$ cat src/hw/rtl/fqclip_pkg.sv
// Shared constants, types and helpers of the floor quad clip and projection unit.
package fqclip_pkg;

   localparam int MaxVertsDefault    = 8;
   localparam int MaxScreenDimDefault = 4096;
   localparam logic [31:0] OneFix    = 32'd65536;
   localparam logic [31:0] HalfFix   = 32'd32768;

   localparam logic [1:0] CSR_SCREEN_WIDTH  = 2'd0;
   localparam logic [1:0] CSR_SCREEN_HEIGHT = 2'd1;
   localparam logic [1:0] CSR_FOV_Y_SLOPE   = 2'd2;
   localparam logic [1:0] CSR_VIEW_SHEAR    = 2'd3;

   // Datapath operation codes issued by the controller.
   localparam logic [3:0] OP_NONE      = 4'd0;
   localparam logic [3:0] OP_LOAD      = 4'd1;  // write input corners, compute h
   localparam logic [3:0] OP_RD_FIRST  = 4'd2;  // read vertex 0 of source bank
   localparam logic [3:0] OP_PLANE0    = 4'd3;  // plane value of vertex 0 -> d
   localparam logic [3:0] OP_RD_NEXT   = 4'd4;  // read vertices i and j
   localparam logic [3:0] OP_PLANE_J   = 4'd5;  // plane value of vertex j -> dn
   localparam logic [3:0] OP_EMIT_IN   = 4'd6;  // write vertex i to dest bank
   localparam logic [3:0] OP_ISECT     = 4'd7;  // compute intersection, write
   localparam logic [3:0] OP_ADVANCE   = 4'd8;  // d <= dn
   localparam logic [3:0] OP_RD_OUT    = 4'd9;  // read output vertex i of source bank
   localparam logic [3:0] OP_PROJECT   = 4'd10; // projection to result word

   typedef struct packed {
      logic [3:0] op;
      logic [1:0] stage;
      logic       src_bank;
      logic [4:0] idx_i;
      logic [4:0] idx_j;
      logic [4:0] idx_out;
   } fq_cmd_type;

   typedef struct packed {
      logic busy;
      logic d_inside;
      logic sign_change;
      logic rsp_valid;
   } fq_status_type;

   function automatic logic [31:0] fmul32(input logic signed [31:0] a,
                                          input logic signed [31:0] b);
      logic signed [63:0] p;
      begin
         p = 64'(a) * 64'(b);
         fmul32 = p[47:16];  // arithmetic shift = floor
      end
   endfunction

   // Sign-extended 16.16 dividend: a * 65536 as a 64-bit value.
   function automatic logic signed [63:0] fix_scale(input logic [31:0] a);
      begin
         fix_scale = {{16{a[31]}}, a, 16'd0};
      end
   endfunction

endpackage

$ cat src/hw/rtl/fqclip_ctrl.sv
// Controller: sequences load, four clip stages and projection.
module fqclip_ctrl
   import fqclip_pkg::*;
#(
   parameter int MaxVerts = MaxVertsDefault
) (
   input  logic          clock,
   input  logic          reset,
   input  logic          req_take,
   output logic          idle,
   input  fq_status_type status,
   output fq_cmd_type    cmd,
   output logic          cmd_go,
   output logic          last_out,
   output logic          cull_go
);
   localparam logic [2:0] S_IDLE = 3'd0, S_ISSUE = 3'd1, S_WAIT = 3'd2,
                          S_RSP = 3'd3;
   localparam logic [4:0] MaxV = 5'(MaxVerts);

   logic [2:0] st_ff, st_in;
   fq_cmd_type cmd_ff, cmd_in;
   logic [4:0] n_ff, n_in, out_ff, out_in;
   logic       go_in, go_ff, cull_in, cull_ff;

   always_comb begin
      st_in = st_ff; cmd_in = cmd_ff; n_in = n_ff; out_in = out_ff;
      go_in = 1'b0; cull_in = 1'b0;
      case (st_ff)
         S_IDLE: begin
            if (req_take) begin
               cmd_in = '0; cmd_in.op = OP_LOAD; n_in = 5'd4;
               go_in = 1'b1; st_in = S_WAIT;
            end
         end
         S_ISSUE: begin
            go_in = 1'b1; st_in = S_WAIT;
         end
         S_WAIT: begin
            if (!go_ff && !status.busy) begin
               st_in = S_ISSUE;
               case (cmd_ff.op)
                  OP_LOAD: begin
                     cmd_in.op = OP_RD_FIRST; cmd_in.idx_i = '0;
                     cmd_in.stage = '0; cmd_in.src_bank = 1'b0; out_in = '0;
                  end
                  OP_RD_FIRST: cmd_in.op = OP_PLANE0;
                  OP_PLANE0, OP_ADVANCE: begin
                     if (cmd_ff.op == OP_ADVANCE) cmd_in.idx_i = cmd_ff.idx_i + 5'd1;
                     if (cmd_ff.op == OP_ADVANCE && cmd_ff.idx_i + 5'd1 == n_ff) begin
                        // stage done
                        n_in = out_ff;
                        if (out_ff <= 5'd2) begin
                           cull_in = 1'b1; st_in = S_RSP;
                        end else if (cmd_ff.stage == 2'd3) begin
                           cmd_in.op = OP_RD_OUT; cmd_in.idx_i = '0;
                           cmd_in.src_bank = ~cmd_ff.src_bank;
                        end else begin
                           cmd_in.op = OP_RD_FIRST; cmd_in.idx_i = '0;
                           cmd_in.stage = cmd_ff.stage + 2'd1;
                           cmd_in.src_bank = ~cmd_ff.src_bank; out_in = '0;
                        end
                     end else begin
                        cmd_in.op = OP_RD_NEXT;
                        cmd_in.idx_j = (cmd_in.idx_i + 5'd1 == n_ff) ? '0
                                       : cmd_in.idx_i + 5'd1;
                     end
                  end
                  OP_RD_NEXT: cmd_in.op = OP_PLANE_J;
                  OP_PLANE_J: begin
                     cmd_in.idx_out = out_ff;
                     if (status.d_inside && out_ff < MaxV) cmd_in.op = OP_EMIT_IN;
                     else if (status.sign_change && out_ff < MaxV) cmd_in.op = OP_ISECT;
                     else cmd_in.op = OP_ADVANCE;
                  end
                  OP_EMIT_IN: begin
                     out_in = out_ff + 5'd1; cmd_in.idx_out = out_ff + 5'd1;
                     if (status.sign_change && out_ff + 5'd1 < MaxV)
                        cmd_in.op = OP_ISECT;
                     else cmd_in.op = OP_ADVANCE;
                  end
                  OP_ISECT: begin
                     out_in = out_ff + 5'd1; cmd_in.op = OP_ADVANCE;
                  end
                  OP_RD_OUT: cmd_in.op = OP_PROJECT;
                  OP_PROJECT: st_in = S_RSP;
                  default: st_in = S_IDLE;
               endcase
            end
         end
         S_RSP: begin
            if (!status.rsp_valid && !cull_ff) begin
               if (cmd_ff.op == OP_PROJECT && cmd_ff.idx_i + 5'd1 != n_ff) begin
                  cmd_in.op = OP_RD_OUT; cmd_in.idx_i = cmd_ff.idx_i + 5'd1;
                  st_in = S_ISSUE;
               end else begin
                  st_in = S_IDLE;
               end
            end
         end
         default: st_in = S_IDLE;
      endcase
   end

   always_ff @(posedge clock) begin
      if (reset) begin
         st_ff <= S_IDLE; go_ff <= 1'b0; cull_ff <= 1'b0; cmd_ff <= '0;
         n_ff <= '0; out_ff <= '0;
      end else begin
         st_ff <= st_in; go_ff <= go_in; cull_ff <= cull_in; cmd_ff <= cmd_in;
         n_ff <= n_in; out_ff <= out_in;
      end
   end

   assign idle     = (st_ff == S_IDLE);
   assign cmd      = cmd_ff;
   assign cmd_go   = go_ff;
   assign cull_go  = cull_ff;
   assign last_out = (cmd_ff.idx_i + 5'd1 == n_ff);
endmodule

$ cat config.mk
export PLATFORM = sky130hd
export DESIGN_NAME = fqclip_ctrl
export DESIGN_NICKNAME = d
export VERILOG_FILES = /design/src/hw/rtl/fqclip_pkg.sv /design/src/hw/rtl/fqclip_ctrl.sv
export SDC_FILE = /design/constraint.sdc
export NUM_CORES = 1
export LEC_CHECK = 0
export ABC_AREA = 1
export BUFFER_PORTS_ARGS = -buffer_cell sky130_fd_sc_hd__buf_2
export CAP_MARGIN = 5
export CORE_UTILIZATION = 50
export CTS_BUF_LIST = sky130_fd_sc_hd__clkbuf_8
export CTS_CLUSTER_SIZE = 30
export DETAILED_ROUTE_END_ITERATION = 7
export PLACE_DENSITY = 0.76
export SLEW_MARGIN = 20
export SYNTH_ARGS = -nofsm -noshare
export SYNTH_HDL_FRONTEND = slang
export SYNTH_SLANG_ARGS = --single-unit
$ cat constraint.sdc
create_clock -name clock -period 4.05 [get_ports clock]
set_input_delay 0.81 -clock clock [delete_from_list [all_inputs] [get_ports clock]]
set_output_delay 0.81 -clock clock [all_outputs]
set_load 0.005 [all_outputs]
Word level (Yosys, flattened, before mapping)
Index checks and enable logic that the tools add are counted.
{"block": "classes", "eq_ne": 34, "add_sub_neg": 4, "n_bitwise": 5, "n_mux": 48, "magnitude_cmp": 3, "n_reduce_logical": 28}
{"operator": "two-way mux 5 bit", "n": 16}
{"operator": "two-way mux 22 bit", "n": 2}
{"operator": "case mux 4 bit (8 select lines)", "n": 1}
{"operator": "case mux 5 bit (3 select lines)", "n": 2}
{"operator": "two-way mux 4 bit", "n": 7}
{"operator": "case mux 10 bit (2 select lines)", "n": 1}
{"operator": "case mux 5 bit (2 select lines)", "n": 2}
{"operator": "inequality test 2 bit (second input constant)", "n": 9}
{"operator": "AND reduction 6 bit", "n": 3}
{"operator": "== test 4 x 3 -> 1 bit (second input constant)", "n": 4}
{"operator": "case mux 8 bit (2 select lines)", "n": 1}
{"operator": "adder 5 x 1 -> 5 bit (second input constant)", "n": 3}
{"operator": "AND reduction 7 bit", "n": 2}
{"operator": "== test 4 bit (second input constant)", "n": 3}
{"operator": "two-way mux 12 bit", "n": 1}
{"operator": "case mux 3 bit (4 select lines)", "n": 1}
{"operator": "case mux 4 bit (3 select lines)", "n": 1}
{"operator": "== test 5 bit", "n": 2}
{"operator": "less-than comparator 5 x 4 -> 1 bit (second input constant)", "n": 2}
{"operator": "AND reduction 5 bit", "n": 2}
{"operator": "two-way mux 3 bit", "n": 3}
{"operator": "inequality test 3 bit (second input constant)", "n": 3}
{"operator": "inequality test 9 x 1 -> 1 bit (second input constant)", "n": 1}
{"operator": "== test 4 x 2 -> 1 bit (second input constant)", "n": 2}
{"operator": "27 further kinds", "n": 48}
{"block": "totals", "output_inout_bits": 26, "elab_cells": 133, "input_bits": 7, "regBits": 37}

Logic depth before layout (Yosys ltp)
Gate-level depths: netlist of run 1.
{"block": "logic_depth", "word_depth": 12, "mapped_depth": 16, "ltp_nobuf": 16}

Worst setup path after synthesis of run 1
Ideal clock, no wire load.
{"block": "synth_timing", "path_kind": "reg-to-output", "start": "register cmd_ff (netlist bit cmd[11])", "end": "output port last_out", "t_required_ns": 3.240, "path_buffers": 0, "stages_incl_launch_ff": 10, "slack_ns": 1.970, "arrival_ns": 1.270, "cell_sequence": "dfxtp_1 ha_1 inv_1 nand2_1 nand2_1 nand2_1 nand2_1 inv_2 nand3_2 nor2_8"}
{"block": "synth_via", "elab_chain_cells": 2}
{"item": "start, declared", "line_no": "fqclip_ctrl.sv:22", "text": "fq_cmd_type cmd_ff, cmd_in;"}
{"item": "start signal, assigned", "line_no": "fqclip_ctrl.sv:110", "text": "st_ff <= st_in; go_ff <= go_in; cull_ff <= cull_in; cmd_ff <= cmd_in;"}
{"item": "adder 5 x 1 -> 5 bit", "line_no": "fqclip_ctrl.sv:119", "text": "assign last_out = (cmd_ff.idx_i + 5'd1 == n_ff);"}
{"item": "== test 5 bit", "line_no": "fqclip_ctrl.sv:119"}
{"item": "end, declared", "line_no": "fqclip_ctrl.sv:14", "text": "output logic last_out,"}
Every way passes these cells.

Worst setup path in the final report of run 1
{"block": "layout_timing", "start": "register cmd_ff (netlist bit cmd[10])", "end": "output port last_out"}
The elaborated chain is that of the path after synthesis.

==> flow_summary.yaml, run 1 <==
status:
  status: "complete, no violations"
clocking:
  worstSkewPairLatency_ps: 300
  cts.sinks: 36
  ctsHoldBuffers: 0
  cts_root_buf: "clkbuf_8"
  numCtsBuffers: 5
  cts_htree_levels: 2
  clk_pin_slew_ps: 80
  cts_resized: 0
  clock_path_buffers: 2
  cts_setup_buffers: 0
  cts_tree: "done"
final_layout:
  fin_util_pct: 59.4
  antenna_cells: 0
  multi_input_area_um2: 1640
  stdcell_area_um2: 2900
  fillers: 528
  drive_above_1_share_pct: 17.9
  nNetsFinal: 469
  area_growth_pct: 10.5
  register_area_um2: 721
floorplan:
  core_area_um2: 4880
  start_util_pct: 53.7
  die_area_um2: 5540
  die_y_um: 74.4
  row_count: 25
  io_pins: 33
  die_w_um: 74.4
worst_setup_path:
  end_kind: "output port"
  rr_endpoint: "cmd[6]$_SDFFE_PP0P_"
  setup.worst_path.class: "reg -> out"
  crit_buf_inv: 1
  crit_cells: 8
  cp_slowest_cell: "dfxtp_1"
  r2r_cells: 12
  critPathLaunchType: "flip-flop"
  cpMostUsedCell: "nand2_1"
  path_cells: "ha_1 -> nand3_1 -> nand2_1 -> nand2_1 -> nand2_1 -> nand2_2 -> nor2_8 -> buf_2"
  startpoint: "cmd[10]$_SDFFE_PP0P_"
  r2r-start: "cmd[18]$_SDFFE_PP0P_"
  max_stage_delay_ps: 550
  critPathCapture: "last_out"
  cp_max_fo: 10
  rrSetupSlack_ps: 1580
  critPathArrivalTime_ps: 1990
  crit_required_ps: 3240
  crit_family: "simple AND/OR/NAND/NOR gates"
detailed_routing:
  dr.pass1.iters: 5
  drt_iter0_markers: 246
  wl_per_cell_um: 12.8
  num_vias: 2839
  drc: 0
  drt-total-wl_um: 6730
  vias_per_cell: 5.41
  antenna_left: 0
timing:
  hold_slack_ps: 465
  rsz0062_at_grt: "false"
  fin_setup_tns_ps: 0
  finalWorstSetupSlack_ps: 1250
  setup_viol: 0
  finalHoldViolCount: 0
  worstMarginPinSlew_ps: 478
  slew_viol_final: 0
  clock_skew_ps: 9.47
  fmax_mhz: 358
  min_period_over_period_pct: 69.0
  slew_headroom_pct: 68.1
  min_period_ps: 2800
place:
  post_dp_cell_area_um2: 2810
  gp_congestion: 0.946
  place_ws_ps: 1590
  hpwl_um: 5130
  numPortBuffers: 32
grt:
  antenna_found_initial: 0
  grt_pass1_wl_um: 11100
  track_usage_pct: 26.0
  grt_max_degree: 26
  grt_pass1_vias: 2457
  grt_overflow: 0
synthesis:
  seq_area_frac_synth_pct: 27.5
  synth-seq-cells: 36
  ys_warn_count: 0
  syn_inst: 429
  synth_enable_flop_cells: 0
  synth_cell_type_count: 39
  synthTopCellsByArea: "dfxtp_1 27%, nand2_1 17%, nor2_1 8.3%"
  async_reset_ff_share_pct: 0
  synth-main-ff-cell: "dfxtp_1"
  syn-cell-area_um2: 2620
  synth_top_area_cell: "dfxtp_1"
  synth_top_area_share_pct: 27.5
  syn-num-nets: 441
  avgSynthCellArea_um2: 6.11
pwr:
  p_seq_share_pct: 39.2
  clkPwrFrac_pct: 25.7
  combPwrFrac_pct: 35.1
  peakVddDrop_uv: 313
  internal-power_uw: 628
  power_leakage_uw: 0.00131
  switchingPower_uw: 431
  swShare_pct: 40.7
  power.density_nw_per_um2: 365
job:
  cap_violations: 0
hold_path:
  hp-class: "reg -> reg"
==> routing by layer <==
metal  vias up  global-route usage (%)  routed length (um)
met2       102                    42.2                3030
li1       1443                       -                   -
met1      1284                    35.6                3130
met3        10                    3.66                 470
met4         0                    7.97                 109
met5         -                       0                   0
==> area by class of cell <==
class,instances,share of cell area (%)
flip-flops and latches,36,24.9
well taps,67,2.89
repair buffers,32,5.52
multi-input cells,329,56.6
inverters,53,6.86
clock inverters,2,0.388
clock buffers,6,2.85
==> flip-flops by register name, indices dropped and copies added, names as in the netlist <==
| signal | flops |
|---|---|
| cmd | 22 |
| cmd_go | 1 |
| out_ff | 5 |
| cull_go | 1 |
| n_ff | 5 |
| st_ff | 2 |
==> worst min-delay path by stage <==
stage | startpoint | endpoint | slack [ps] | cells after the start
2_1_floorplan | n_ff[0]$_SDFFE_PP0P_ | n_ff[0]$_SDFFE_PP0P_ | 460 | 2
3_5_place_dp | cmd[6]$_SDFFE_PP0P_ | cmd[6]$_SDFFE_PP0P_ | 460 | 2
3_3_place_gp | cmd[8]$_SDFFE_PP0P_ | cmd[8]$_SDFFE_PP0P_ | 450 | 2
5_1_grt | cmd[5]$_SDFFE_PP0P_ | cmd[5]$_SDFFE_PP0P_ | 490 | 2
4_1_cts | cmd[8]$_SDFFE_PP0P_ | cmd[8]$_SDFFE_PP0P_ | 470 | 2
6_report | cmd[9]$_SDFFE_PP0P_ | cmd[9]$_SDFFE_PP0P_ | 470 | 2
==> kinds of logic after synthesis <==
kind of cell    share of synthesized area [%]
flops                                    27.5
compound gates                           13.2
buf+inv                                  9.92
fa+ha+maj                                2.39
simple gates                             45.0
xor+xnor                                 2.00
==> power groups by stage <==
stage                     combinational (uW)  clock, uW  sequential, uW
after global routing                     419        286             419
after global placement                   360          0             420
after detailed placement                 364          0             422
after floorplan                          287          0             414
after CTS                                366        273             414
final                                    372        272             416
==> worst reg2reg max path, stage by stage (launching register included) <==
cell     delay (ps)
dfxtp_1         390
nor2_2          230
nand2_1         310
nand2_1         140
nand2_1         120
ha_1            330
xor2_1          150
nor2_1          130
nand3_1         100
nor2_1          130
nand3_2         130
nand3_1         110
a21oi_1          60
==> per-stage QoR <==
step / total power (uW) / std cells
3_5_place_dp: 786 / 517
2_1_floorplan: 701 / 429
4_1_cts: 1050 / 525
3_3_place_gp: 780 / 517
6_report: 1060 / 525
5_1_grt: 1120 / 525
==> placed cells by master, fill, tap and decap left out, types with 2 or more instances in the layout <==
| cell type | count |
|---|---|
| o22ai_1 | 2 |
| nand3_1 | 43 |
| xor2_1 | 4 |
| nor2_8 | 2 |
| nand3_2 | 4 |
| nand2_1 | 116 |
| a21oi_1 | 28 |
| buf_2 | 32 |
| xnor2_1 | 2 |
| ha_1 | 5 |
| o21ai_0 | 16 |
| nor2_1 | 58 |
| dfxtp_1 | 36 |
| o21ai_1 | 4 |
| clkbuf_8 | 6 |
| nor2_2 | 7 |
| nor3_1 | 5 |
| inv_1 | 40 |
| nand4_1 | 5 |
| nand2_2 | 10 |
| a31oi_1 | 3 |
| inv_2 | 14 |
==> synthesized netlist by cell type (6+ instances only) <==
master,n
a21oi_1,28
clkbuf_1,6
dfxtp_1,36
inv_1,39
inv_2,14
nand2_1,116
nand2_2,10
nand3_1,43
nor2_1,58
nor2_2,7
o21ai_0,16
Note: power is estimated with default switching activity, not from simulation.
==> run 2: changes to the inputs <==
Settings changed: PLACE_DENSITY 0.76 to 0.79.
Clock period 4.05 ns to 2.4 ns, I/O delays scaled along.
==> run 2 against run 1 <==
  * Routed wire length grew 0.39%
  * Clock-buffer cell count fell by 1
  * Cell count rose by 1.5%
  * Critical path type unchanged
  * Largest cell class unchanged
  * Largest power group unchanged
  * Highest routed layer unchanged
==> flow_summary.yaml, run 2 (synthesis gave the netlist of run 1 again) <==
status:
  status: "complete, no violations"
place:
  post_dp_cell_area_um2: 2870
  hpwl_um: 5100
  numPortBuffers: 32
  gp_congestion: 0.927
clocking:
  cts_root_buf: "clkbuf_8"
  clk_pin_slew_ps: 80
  numCtsBuffers: 5
  worstSkewPairLatency_ps: 300
  clock_path_buffers: 2
  ctsHoldBuffers: 0
  cts_htree_levels: 2
  cts.sinks: 36
  cts_tree: "done"
worst_setup_path:
  rrSetupSlack_ps: 200
  rr_endpoint: "cmd[7]$_SDFFE_PP0P_"
  critPathLaunchType: "flip-flop"
  cpMostUsedCell: "nand2_1"
  path_cells: "nand3_1 -> nand2_1 -> nand2_1 -> nand2_1 -> nand2_2 -> nor2_8 -> buf_2"
  cp_max_fo: 10
  startpoint: "cmd[12]$_SDFFE_PP0P_"
  setup.worst_path.class: "reg -> out"
  r2r_cells: 13
  cp_slowest_cell: "dfxtp_1"
  max_stage_delay_ps: 560
  crit_required_ps: 1920
  r2r-start: "cmd[21]$_SDFFE_PP0P_"
  critPathArrivalTime_ps: 1720
  critPathCapture: "last_out"
  end_kind: "output port"
timing:
  setup_viol: 0
  rsz0062_at_grt: "false"
  clock_skew_ps: 4.86
  fmax_mhz: 454
  worstMarginPinSlew_ps: 437
  finalHoldViolCount: 0
  min_period_ps: 2200
  slew_headroom_pct: 70.8
  fin_setup_tns_ps: 0
  min_period_over_period_pct: 91.8
  slew_viol_final: 0
grt:
  grt_pass1_wl_um: 11400
  grt_max_degree: 25
  track_usage_pct: 26.5
  grt_pass1_vias: 2610
  antenna_found_initial: 0
  grt_overflow: 0
final_layout:
  drive_above_1_share_pct: 19.7
  fillers: 490
  antenna_cells: 0
  stdcell_area_um2: 2960
  mostFrequentLayoutCells: "115 x nand2_1, 58 x nor2_1, 43 x nand3_1, 39 x inv_1, 36 x dfxtp_1"
  largest_reg_flops: 22
  area_growth_pct: 12.9
  final_common_cell: "nand2_1"
  fin_util_pct: 60.7
  nNetsFinal: 477
floorplan:
  start_util_pct: 53.7
  die_y_um: 74.4
  die_w_um: 74.4
  die_area_um2: 5540
  row_count: 25
  io_pins: 33
  core_area_um2: 4880
detailed_routing:
  dr.pass1.iters: 5
  drc: 0
  drt_iter0_markers: 189
  drt-total-wl_um: 6760
  num_vias: 2814
  wl_per_cell_um: 12.7
  vias_per_cell: 5.28
  antenna_left: 0
job:
  cap_violations: 0
pwr:
  power_leakage_uw: 0.00134
  power.density_nw_per_um2: 611
  peakVddDrop_uv: 473
hold_path:
  hp-class: "in -> reg"
## run 2: cell types whose count changed in the layout (fill, tap and decap cells not counted)
| cell | before | now |
|---|---|---|
| nand2_2 | 10 | 11 |
| inv_1 | 40 | 39 |
| clkinv_4 | 0 | 1 |
| buf_4 | 0 | 8 |
| clkinvlp_4 | 1 | 2 |
| nand2_1 | 116 | 115 |
| clkbuf_8 | 6 | 5 |
## run 2: how the worst min path moves through the flow
stage          slack [ps]            startpoint  depth (start not counted)                   end
2_1_floorplan         460  n_ff[0]$_SDFFE_PP0P_                          2  n_ff[0]$_SDFFE_PP0P_
4_1_cts               470              req_take                          3     cmd_go$_SDFF_PP0_
3_3_place_gp          450   cmd[8]$_SDFFE_PP0P_                          2   cmd[8]$_SDFFE_PP0P_
5_1_grt               490              req_take                          3     cmd_go$_SDFF_PP0_
6_report              450              req_take                          3     cmd_go$_SDFF_PP0_
3_5_place_dp          460   cmd[6]$_SDFFE_PP0P_                          2   cmd[6]$_SDFFE_PP0P_
## run 2: routing by layer
| layer | global-route usage, % | wire, um |
|---|---|---|
| met2 | 43.6 | 3150 |
| met1 | 35.7 | 3190 |
| met3 | 3.39 | 379 |
| met4 | 8.81 | 48 |
| met5 | 0 | 0 |
## run 2: repair_timing
action                     CTS  global route
setup buffers                0             0
setup endpoints to repair    0             5
resized for setup            0             1
## run 2: worst max-delay path, delay by kind of cell, from the launching register on
kind | cells | cell delay [ps]
DFF | 1 | 560
buffers and inverters | 1 | 140
and+or+nand+nor | 6 | 720
## run 2: where the power goes
part           internal (uW)  switching, uW  leakage (uW)
combinational            209            442       0.00101
sequential               639           54.3      0.000292
clock                    206            260     0.0000404
total                   1050            756       0.00134
## run 2: layout make-up
class / count / area, um^2 / area share [%]
clock inverters: 3 / 23.8 / 0.803
multi-input cells: 329 / 1640 / 55.5
repair buffers: 40 / 220 / 7.44
well taps: 67 / 83.8 / 2.83
inverters: 53 / 199 / 6.72
flip-flops and latches: 36 / 721 / 24.3
clock buffers: 5 / 68.8 / 2.32
## run 2: per-stage QoR
step / instances / total power, uW / hold slack, ps / worst slack (ps)
floorplan: 429 / 1180 / 457 / 365
global placement: 525 / 1340 / 452 / 298
detailed placement: 525 / 1340 / 457 / 219
CTS: 533 / 1800 / 469 / 185
global route: 533 / 1920 / 487 / 20.3
finish: 533 / 1810 / 453 / 196
==> run 3: changes to the inputs <==
Settings changed: PLACE_DENSITY 0.79 to 0.76.
Clock period 2.4 ns to 2.6 ns, I/O delays scaled along.
==> run 3 against run 2 <==
  * Setup slack improved by 130 ps
  * Global-route usage is 0.85 points higher
  * Sequential share of layout area increased by 0.062 points
  * Critical path depth is 6 higher
  * Sequential cell count unchanged
  * Routed wire length grew 2.2%
  * First-iteration DRC count increased by 24%
  * Cell count decreased by 0.75%
  * Via count up 1.4%
  * Combinational power shrank 10%
  * Register-to-register slack improved by 130 ps
  * Non-clock buffer count fell by 4
  * Largest cell class unchanged
==> flow_summary.yaml, run 3 (synthesis gave the netlist of run 1 again) <==
detailed_routing:
  num_vias: 2854
  drc: 0
  drt_iter0_markers: 235
  drt-total-wl_um: 6910
  antenna_left: 0
  wl_per_cell_um: 13.1
  dr.pass1.iters: 5
  vias_per_cell: 5.40
final_layout:
  fin_util_pct: 60.5
  fillers: 504
  largest_reg_flops: 22
  final_common_cell: "nand2_1"
  nNetsFinal: 473
  drive_above_1_share_pct: 19.0
  area_growth_pct: 12.6
  mostFrequentLayoutCells: "115 x nand2_1, 58 x nor2_1, 43 x nand3_1, 39 x inv_1, 36 x dfxtp_1"
  antenna_cells: 0
place:
  hpwl_um: 5200
  numPortBuffers: 32
  gp_congestion: 0.945
floorplan:
  die_y_um: 74.4
  die_area_um2: 5540
  io_pins: 33
  core_area_um2: 4880
  start_util_pct: 53.7
  row_count: 25
  die_w_um: 74.4
worst_setup_path:
  rr_endpoint: "cmd[5]$_SDFFE_PP0P_"
  max_stage_delay_ps: 430
  end_kind: "flip-flop"
  critPathArrivalTime_ps: 2460
  crit_required_ps: 2780
  cp_max_fo: 11
  setup.worst_path.class: "reg -> reg"
  r2r_cells: 13
  r2r-start: "cmd[21]$_SDFFE_PP0P_"
  cp_slowest_cell: "dfxtp_1"
  rrSetupSlack_ps: 330
  critPathLaunchType: "flip-flop"
  path_cells: "inv_2 -> nor2_2 -> nand2_2 -> nand2_1 -> nand2_1 -> ha_1 -> xor2_1 -> nor2_1 -> nand3_1 -> nor2_1 -> nand3_2 -> nand3_1 -> a21oi_1"
grt:
  grt_overflow: 0
  grt_pass1_vias: 2496
  track_usage_pct: 27.3
  grt_pass1_wl_um: 11500
  antenna_found_initial: 0
  grt_max_degree: 25
clocking:
  cts_htree_levels: 2
  cts_root_buf: "clkbuf_8"
  numCtsBuffers: 5
  clk_pin_slew_ps: 80
  cts.sinks: 36
  cts_tree: "done"
  cts_setup_buffers: 0
  worstSkewPairLatency_ps: 300
  clock_path_buffers: 2
pwr:
  swShare_pct: 39.4
  power.density_nw_per_um2: 593
  internal-power_uw: 1060
  switchingPower_uw: 691
  clkPwrFrac_pct: 29.9
  peakVddDrop_uv: 374
  combPwrFrac_pct: 33.4
  p_seq_share_pct: 36.8
  power_leakage_uw: 0.00134
timing:
  rsz0062_at_grt: "false"
  min_period_over_period_pct: 87.5
  slew_headroom_pct: 69.5
  worstMarginPinSlew_ps: 457
  slew_viol_final: 0
  clock_skew_ps: 3.16
  finalHoldViolCount: 0
  min_period_ps: 2270
  fin_setup_tns_ps: 0
  hold_slack_ps: 464
  fmax_mhz: 440
  setup_viol: 0
hold_path:
  hp-class: "reg -> reg"
  holdPathStages: 2
  worstHoldStart: "cmd[6]$_SDFFE_PP0P_"
  min_to: "cmd[6]$_SDFFE_PP0P_"
job:
  cap_violations: 0
status:
  status: "complete, no violations"
[run 3: how the worst max path moves through the flow]
stage / startpoint / endpoint / slack (ps) / cells past startpoint
after floorplan: cmd[21]$_SDFFE_PP0P_ / cmd[9]$_SDFFE_PP0P_ / 560 / 14
after global placement: cmd[21]$_SDFFE_PP0P_ / cmd[8]$_SDFFE_PP0P_ / 340 / 13
after detailed placement: cmd[21]$_SDFFE_PP0P_ / cmd[9]$_SDFFE_PP0P_ / 260 / 13
after CTS: cmd[21]$_SDFFE_PP0P_ / cmd[8]$_SDFFE_PP0P_ / 230 / 13
after global routing: cmd[21]$_SDFFE_PP0P_ / cmd[8]$_SDFFE_PP0P_ / 80 / 13
final: cmd[21]$_SDFFE_PP0P_ / cmd[5]$_SDFFE_PP0P_ / 330 / 13
[run 3: final cells by class]
cell class              count  area [um^2]  area share, %
multi-input cells         329         1640           55.7
flip-flops and latches     36          721           24.4
inverters                  53          199           6.74
repair buffers             36          190           6.44
well taps                  67         83.8           2.84
clock buffers               5         68.8           2.33
clock inverters             3         46.3           1.57
[run 3: metrics by stage]
| step | total power, uW | std cells | worst slack, ps | instance area, um^2 |
|---|---|---|---|---|
| floorplan | 1090 | 429 | 565 | 2620 |
| global placement | 1230 | 521 | 339 | 2840 |
| detailed placement | 1230 | 521 | 259 | 2840 |
| CTS | 1750 | 529 | 230 | 2950 |
| global route | 1860 | 529 | 84.2 | 2950 |
| finish | 1750 | 529 | 325 | 2950 |
[run 3: what timing repair did]
action	in CTS	in global routing
hold buffers	0	0
gates resized for setup	0	1
setup endpoints to repair	0	5
[run 3: power groups by stage]
| stage | clock network, uW | logic, uW | registers [uW] |
|---|---|---|---|
| 2_1_floorplan | 0 | 447 | 645 |
| 3_3_place_gp | 0 | 573 | 654 |
| 3_5_place_dp | 0 | 572 | 656 |
| 4_1_cts | 531 | 578 | 643 |
| 5_1_grt | 552 | 661 | 651 |
| 6_report | 523 | 585 | 644 |
[run 3: routing by layer]
layer	up-vias	global-route usage, %	part of all wire (%)	routed length, um
li1	1447	-	-	-
met1	1265	37.0	46	3150
met2	126	43.4	45	3100
met3	16	4.74	7.1	489
met4	0	10.1	2.4	163
met5	-	0	0	0
[run 3: worst max-delay path: cells and delay by family, from the launching register on]
family | cells | cell delay [ps]
adder cells (fa/ha/maj) | 1 | 340
AO/OA/AOI/OAI | 1 | 60
buffers and inverters | 1 | 80
XOR/XNOR | 1 | 150
flip-flops | 1 | 430
AND/OR/NAND/NOR | 9 | 1080
